## src/hnu_pkg.sv

```systemverilog
// shared types, constants and register codes of the heightmap normal/uv stream
`timescale 1ns / 1ps
`default_nettype none

package hnu_pkg;

  // configuration register layout
  localparam int unsigned GRID_SIZE_W   = 11;
  localparam int unsigned EXTENT_W      = 31;
  localparam int unsigned APB_ADDR_W    = 3;
  localparam int unsigned APB_DATA_W    = 32;
  localparam logic        REG_GRID_SIZE = 1'b0;
  localparam logic        REG_EXTENT    = 1'b1;
  localparam logic [GRID_SIZE_W-1:0] GRID_SIZE_RST = 11'd257;
  localparam logic [EXTENT_W-1:0]    EXTENT_RST    = 31'd131072;

  // default row store depth
  localparam int unsigned MAX_GRID_DEF = 1024;

  // sequencing counts
  localparam int unsigned STEP_W    = 5;
  localparam int unsigned IDX_W     = 3;
  localparam logic [STEP_W-1:0] MUL_LAST  = 5'd6;
  localparam logic [STEP_W-1:0] SQ_LAST   = 5'd3;
  localparam logic [STEP_W-1:0] SQRT_LAST = 5'd31;
  localparam logic [STEP_W-1:0] DIV_LAST  = 5'd15;
  localparam logic [IDX_W-1:0]  IDX_NRM_X = 3'd0;
  localparam logic [IDX_W-1:0]  IDX_TEX_U = 3'd3;
  localparam logic [IDX_W-1:0]  IDX_TEX_V = 3'd4;

  // datapath operations
  typedef enum logic [3:0] {
    OP_NOP, OP_LOAD, OP_RD0, OP_RD1, OP_RD2, OP_RD3, OP_DIFF, OP_MUL,
    OP_MAXC, OP_NORM, OP_SQ, OP_SQRT, OP_DSET, OP_DITR, OP_DSTO, OP_OUT
  } hnu_op_e;

  typedef struct packed {
    hnu_op_e           op;
    logic [STEP_W-1:0] step;
    logic [IDX_W-1:0]  idx;
  } hnu_cmd_t;

  typedef struct packed {
    logic interior;
    logic degen;
    logic norm_done;
  } hnu_sts_t;

  typedef struct packed {
    logic               frame_start;
    logic signed [31:0] pos_x;
    logic signed [31:0] pos_y;
    logic signed [31:0] pos_z;
  } hnu_in_t;

  typedef struct packed {
    logic signed [31:0] center_x;
    logic signed [31:0] center_y;
    logic signed [31:0] center_z;
    logic signed [15:0] normal_x;
    logic signed [15:0] normal_y;
    logic signed [15:0] normal_z;
    logic [15:0]        tex_u;
    logic [15:0]        tex_v;
    logic               degenerate;
    logic               last_of_grid;
  } hnu_out_t;

endpackage

`default_nettype wire

```

## src/hnu_ctrl.sv

```systemverilog
// sequencer of the heightmap normal/uv stream
`timescale 1ns / 1ps
`default_nettype none

module hnu_ctrl (
  input  wire logic              clk_i,
  input  wire logic              rst_ni,
  input  wire logic              in_valid_i,
  output logic                   in_ready_o,
  output logic                   out_valid_o,
  input  wire logic              out_ready_i,
  input  wire hnu_pkg::hnu_sts_t sts_i,
  output hnu_pkg::hnu_cmd_t      cmd_o
);
  import hnu_pkg::*;

  localparam logic [3:0] S_IDLE = 4'd0;
  localparam logic [3:0] S_RD0  = 4'd1;
  localparam logic [3:0] S_RD1  = 4'd2;
  localparam logic [3:0] S_RD2  = 4'd3;
  localparam logic [3:0] S_RD3  = 4'd4;
  localparam logic [3:0] S_DIFF = 4'd5;
  localparam logic [3:0] S_MUL  = 4'd6;
  localparam logic [3:0] S_MAXC = 4'd7;
  localparam logic [3:0] S_NORM = 4'd8;
  localparam logic [3:0] S_SQ   = 4'd9;
  localparam logic [3:0] S_SQRT = 4'd10;
  localparam logic [3:0] S_DSET = 4'd11;
  localparam logic [3:0] S_DITR = 4'd12;
  localparam logic [3:0] S_DSTO = 4'd13;
  localparam logic [3:0] S_OUTW = 4'd14;

  logic [3:0]        state_q, state_d;
  logic [STEP_W-1:0] step_q, step_d;
  logic [IDX_W-1:0]  idx_q, idx_d;
  logic              ovld_q, ovld_d;
  logic              slot_free;

  assign slot_free   = !ovld_q || out_ready_i;
  assign in_ready_o  = (state_q == S_IDLE);
  assign out_valid_o = ovld_q;

  // next state and command
  always_comb begin
    state_d   = state_q;
    step_d    = step_q;
    idx_d     = idx_q;
    ovld_d    = ovld_q && !out_ready_i;
    cmd_o.op   = OP_NOP;
    cmd_o.step = step_q;
    cmd_o.idx  = idx_q;
    case (state_q)
      S_IDLE: begin
        if (in_valid_i) begin
          cmd_o.op = OP_LOAD;
          state_d  = S_RD0;
        end
      end
      S_RD0: begin
        cmd_o.op = OP_RD0;
        state_d  = S_RD1;
      end
      S_RD1: begin
        cmd_o.op = OP_RD1;
        state_d  = S_RD2;
      end
      S_RD2: begin
        cmd_o.op = OP_RD2;
        state_d  = S_RD3;
      end
      S_RD3: begin
        cmd_o.op = OP_RD3;
        state_d  = sts_i.interior ? S_DIFF : S_IDLE;
      end
      S_DIFF: begin
        cmd_o.op = OP_DIFF;
        step_d   = '0;
        state_d  = S_MUL;
      end
      S_MUL: begin
        cmd_o.op = OP_MUL;
        if (step_q == MUL_LAST) begin
          state_d = S_MAXC;
        end else begin
          step_d = step_q + 1'b1;
        end
      end
      S_MAXC: begin
        cmd_o.op = OP_MAXC;
        state_d  = S_NORM;
      end
      S_NORM: begin
        if (sts_i.degen) begin
          idx_d   = IDX_TEX_U;
          state_d = S_DSET;
        end else if (sts_i.norm_done) begin
          step_d  = '0;
          state_d = S_SQ;
        end else begin
          cmd_o.op = OP_NORM;
        end
      end
      S_SQ: begin
        cmd_o.op = OP_SQ;
        if (step_q == SQ_LAST) begin
          step_d  = '0;
          state_d = S_SQRT;
        end else begin
          step_d = step_q + 1'b1;
        end
      end
      S_SQRT: begin
        cmd_o.op = OP_SQRT;
        if (step_q == SQRT_LAST) begin
          idx_d   = IDX_NRM_X;
          state_d = S_DSET;
        end else begin
          step_d = step_q + 1'b1;
        end
      end
      S_DSET: begin
        cmd_o.op = OP_DSET;
        step_d   = '0;
        state_d  = S_DITR;
      end
      S_DITR: begin
        cmd_o.op = OP_DITR;
        if (step_q == DIV_LAST) begin
          state_d = S_DSTO;
        end else begin
          step_d = step_q + 1'b1;
        end
      end
      S_DSTO: begin
        cmd_o.op = OP_DSTO;
        if (idx_q == IDX_TEX_V) begin
          state_d = S_OUTW;
        end else begin
          idx_d   = idx_q + 1'b1;
          state_d = S_DSET;
        end
      end
      S_OUTW: begin
        if (slot_free) begin
          cmd_o.op = OP_OUT;
          ovld_d   = 1'b1;
          state_d  = S_IDLE;
        end
      end
      default: begin
        state_d = S_IDLE;
      end
    endcase
  end

  // control registers
  always_ff @(posedge clk_i or negedge rst_ni) begin
    if (!rst_ni) begin
      state_q <= S_IDLE;
      step_q  <= '0;
      idx_q   <= '0;
      ovld_q  <= 1'b0;
    end else begin
      state_q <= state_d;
      step_q  <= step_d;
      idx_q   <= idx_d;
      ovld_q  <= ovld_d;
    end
  end

endmodule

`default_nettype wire

```

## config.mk

```make
export PLATFORM = sky130hd
export DESIGN_NAME = hnu_ctrl
export DESIGN_NICKNAME = d
export VERILOG_FILES = /design/src/hnu_pkg.sv /design/src/hnu_ctrl.sv
export SDC_FILE = /design/constraint.sdc
export NUM_CORES = 1
export LEC_CHECK = 0
export BUFFER_PORTS_ARGS = -buffer_cell sky130_fd_sc_hd__buf_2
export CAP_MARGIN = 5
export CORE_ASPECT_RATIO = 0.8
export CORE_UTILIZATION = 35
export CTS_CLUSTER_SIZE = 30
export DETAILED_ROUTE_END_ITERATION = 6
export PLACE_DENSITY_LB_ADDON = 0.08
export SYNTH_ARGS = -nofsm -noshare
export SYNTH_HDL_FRONTEND = slang
export SYNTH_SLANG_ARGS = --single-unit
```

## constraint.sdc

```tcl
create_clock -name clk_i -period 2.9 [get_ports clk_i]
set_input_delay 0.29 -clock clk_i [delete_from_list [all_inputs] [get_ports clk_i]]
set_output_delay 0.29 -clock clk_i [all_outputs]
set_load 0.03 [all_outputs]
```

# --- Yosys cells after proc, flatten, opt, wreduce, memory -nomap -nowiden ---
# Index checks and enable logic that the tools add are counted.
totals:
  regBits: 13
  input_bits: 7
  output_inout_bits: 14
op_classes:
  add_sub_neg: 2
  n_eq_ne: 33
  n_mux: 29
  reduce_logical: 11
ops:
  columns: ["cell", "n"]
  rows:
  - ["one-hot mux 4 bit (15 select lines)", 2]
  - ["two-way mux 4 bit", 11]
  - ["two-way mux 5 bit", 6]
  - ["one-hot mux 5 bit (6 select lines)", 1]
  - ["equality test 4 bit, second input constant", 7]
  - ["!= test 2 bit, second input constant", 13]
  - ["equality test 4 x 3 -> 1 bit, second input constant", 4]
  - ["two-way mux 3 bit", 5]
  - ["one-hot mux 3 bit (3 select lines)", 1]
  - ["equality test 4 x 2 -> 1 bit, second input constant", 2]
  - ["AND reduction 7 bit", 1]
  - ["AND reduction 6 bit", 1]
  - ["nonzero test 6 bit", 1]
  - ["adder 5 x 1 -> 5 bit, second input constant", 1]
  - ["equality test 5 x 2 -> 1 bit, second input constant", 1]
  - ["equality test 5 x 3 -> 1 bit, second input constant", 1]
  - ["equality test 5 x 4 -> 1 bit, second input constant", 1]
  - ["equality test 5 bit, second input constant", 1]
  - ["equality test 4 x 1 -> 1 bit, second input constant", 1]
  - ["logical NOT 4 bit", 1]
  - ["AND reduction 4 bit", 1]
  - ["adder 3 x 1 -> 3 bit, second input constant", 1]
  - ["equality test 3 bit, second input constant", 1]
  - ["two-way mux 1 bit", 3]
  - ["other kinds (6)", 7]

# --- Depth between registers and ports, before layout ---
logic_depth:
  ltp_word: 4
  ltp_mapped: 8

# --- Worst setup path after synthesis ---
# OpenSTA, ideal clock, no wires.
synth_path:
  path_kind: "register to register"
  startpoint: "reg step_q[0]"
  endpoint: "reg step_q[1]"
  setup_ns: 0.125
  arrival_ns: 2.182
  setup_slack_ns: 0.593
  path_stages_with_launch: 9
  n_path_buf: 0
  synth_period_minus_slack_ns: 2.307
  cell_sequence: "dfrtp_1 -> ha_1 -> and3_1 -> ha_1 -> mux2i_2 -> nor2_2 -> a211oi_2 -> and2_4 -> mux2_4"
synth_via:
  elab_chain_cells: 3
  elab_cells_between_ends: 14
  cone_classes: "1 x add/sub; 7 x eq/ne; 5 x mux; 1 x reduce/logical"
synth_rtl:
  columns: ["element", "line", "rtl"]
  rows:
  - ["start: declaration", "hnu_ctrl.sv:34", "logic [STEP_W-1:0] step_q, step_d;"]
  - ["start signal: assignment", "hnu_ctrl.sv:165", "step_q <= step_d;"]
  - ["adder 5 x 1 -> 5 bit, or another cell as far along", null, null]
  - ["two-way mux 5 bit, or another cell as far along", "hnu_ctrl.sv:128", "if (step_q == DIV_LAST) begin"]
  - ["one-hot mux 5 bit (6 select lines) / AND reduction 6 bit (equally long branches)", null, null]
# Parallel ways exist; a longest one is shown, timed or not. The select of a mux whose other input is x is not followed.
# A chain may end at the register's enable or synchronous reset.

# --- Final worst setup path ---
layout_path:
  startpoint: "reg step_q[1]"
  endpoint: "reg step_q[1]"
# Same word-level chain as after synthesis.

==> impl_metrics.yaml <==
layout:
  diodes: 0
  layout_common_cells: "20 x buf_2, 13 x dfrtp_1, 10 x nor2_1"
  syn2layout_area_growth_pct: 16.4
  mostFrequentLayoutCell: "buf_2"
  nFillCells: 323
  fin_nets: 168
  drive_gt1_frac: 0.279
worst_setup_path:
  endpoint_kind: "flip-flop"
  cp_slowest_cell: "dfrtp_1"
  crit_path_start_kind: "flip-flop"
  slowest_delay_ns: 0.42
  cp_common_cell: "ha_1"
  ff2ff_setup_slack_ns: 0.54
  path_buf_inv: 0
  criticalPathCategory: "reg -> reg"
  crit_family: "multiplexers"
  startpoint: "step_q[1]"
  rr_endpoint: "step_q[1]"
  critPathArrivalTime_ns: 2.49
  rr_worst_depth: 8
  critical_path_required_ns: 3.03
  path_cells: "ha_1, and3_1, ha_1, mux2i_2, nor2_2, a211oi_2, and2_4, mux2_4"
  rr_startpoint: "step_q[1]"
  cp_max_fo: 5
  crit_cells: 8
timing:
  final-setup-viol-count: 0
  clock.fmax_ghz: 0.423
  finalCriticalPeriod_ns: 2.36
  hold_viol: 0
  max-slew-margin-rel: 0.615
  hold_ws_ns: 0.443
  finalCritPeriodShare: 0.815
  grt_setup_unrepaired: "no"
  tightest_slew_ns: 0.577
  finalClockSkew_ns: 0.00673
  report.final.slew_viol_count: 0
  fin_ws_ns: 0.536
  fin_tns_setup_ns: 0
global_routing:
  gr-total-overflow: 0
  antenna_found_initial: 0
  grt_pass1_vias: 975
  grt_pass1_wl_microns: 4700
  grt_max_degree: 22
  grt_usage: 0.179
yosys:
  synth_cells: 134
  synth_nets: 147
  synth_edf_count: 0
  yosysTopAreaCell: "dfrtp_1"
  yosys_warnings: 0
  synth_top_area_frac: 0.280
  syn_area_sq_um: 1160
  synth.lib_cells_used.distinct: 53
  synth_seq_cells: 13
  synthFlopType: "dfrtp_1"
  postSynthAreaPerCell_sq_um: 8.67
  async_reset_ff_frac: 1.00
  yosys-top-cells-area: "dfrtp_1 28%, ha_1 6.5%, nand2b_1 3.8%"
  ys_seq_area_frac: 0.280
die:
  die-width_microns: 66.4
  die_area_sq_um: 3550
  die_h_microns: 53.5
  start_util: 0.371
  num_io_pins: 21
  rows: 18
  coreArea_sq_um: 3130
cts:
  cts_made_buffers: 3
  clock_path_buffers: 2
  insertion_delay_ns: 0.25
  clockRootBuffer: "clkbuf_8"
  path_clk_slew_ns: 0.06
  tritoncts: "done"
  htreeDepth: 1
  cts_sinks: 13
placement:
  place_ws_ns: 0.567
  portBuffers: 20
  globalplace.congestion: 0.775
  dp_hpwl_microns: 2220
pwr:
  peakVddDrop_mv: 0.486
  power_density_nw_per_um2: 1290
  p_leak_nw: 0.587
  report.power.total_w: 0.00174
worst_hold_path:
  worstHoldStart: "sts_i[2]"
  hold_end: "state_q[0]"
  hp-class: "in -> reg"
  hold_depth: 4
routing:
  viasPerCell: 5.68
  wl_per_cell_microns: 15.2
  drc: 0
  vias: 1101
  final_antenna_net_count: 0
  routed_wirelength_microns: 2950
  dr.pass1.iters: 4
  first_iter_violations: 65
job:
  drv_cap: 0
outcome:
  status: "complete, no violations"
## cell usage after synthesis, types with 2 or more instances
library cell,number
a2111oi_2,2
a211oi_1,2
a211oi_2,2
a21oi_1,8
a31oi_1,5
buf_2,6
clkbuf_1,2
dfrtp_1,13
ha_1,6
inv_1,6
nand2_1,6
nand2b_1,7
nand3_1,4
nand3b_1,2
nand4_1,2
nor2_1,10
nor2b_1,4
o211ai_1,2
o21ai_0,6
o21ai_1,2
o22ai_1,3
o31ai_1,2
or3_1,2
## state kept, by name (all words and copies together) (netlist names)
register     flops
idx_q            3
state_q          4
out_valid_o      1
step_q           5
## worst max-delay path by stage
stage	endpoint	slack, ns
global route	step_q[1]	0.40
floorplan	step_q[1]	0.59
detailed placement	step_q[1]	0.57
CTS	step_q[1]	0.55
global placement	step_q[1]	0.65
finish	step_q[1]	0.54
## layer usage
layer	wire, microns	GRT usage
met5	0	0
met1	1530	0.269
met2	1230	0.248
met4	25	0.0496
met3	165	0.0431
## where the power goes
group | internal [W] | switching, W | total (W) | leakage (nW)
clock network | 0.0000972 | 0.0000716 | 0.000169 | 0.0228
registers | 0.000263 | 0.000159 | 0.000422 | 0.156
logic | 0.000448 | 0.000700 | 0.00115 | 0.409
## through the flow
stage,instances,area [sq um],util
floorplan,134,1160,-
global placement,189,1300,0.414
detailed placement,189,1300,0.414
CTS,194,1350,0.432
global route,194,1350,0.432
finish,194,1350,0.432
## layout make-up
cell class                 count  area, sq um  share of cell area
clock buffer                   4         45.0              0.0333
inverter                       7         26.3              0.0194
multi-input combinational    105          764               0.566
sequential                    13          325               0.241
tap                           40         50.0              0.0370
timing repair buffer          25          140               0.104
## tightest hold or removal path: stages
cell and delay (ns):
buf_2 0.08, or3_1 0.09, nand4_1 0.08, o21ai_1 0.09
## logic make-up after synthesis
family / after synthesis / share of synthesized area
fa+ha+maj: 6 / 0.0647
mux: 5 / 0.0528
xor+xnor: 1 / 0.00754
buf+inv: 16 / 0.0614
compound gates: 44 / 0.284
flops: 13 / 0.280
simple gates: 49 / 0.249
## repair_timing
action | CTS | global route
hold buffers | 1 | 0
gates resized for setup | 0 | 0
endpoints found under the hold margin | 13 | 0
setup buffers | 0 | 0
Note: power is estimated with default switching activity, not from simulation.
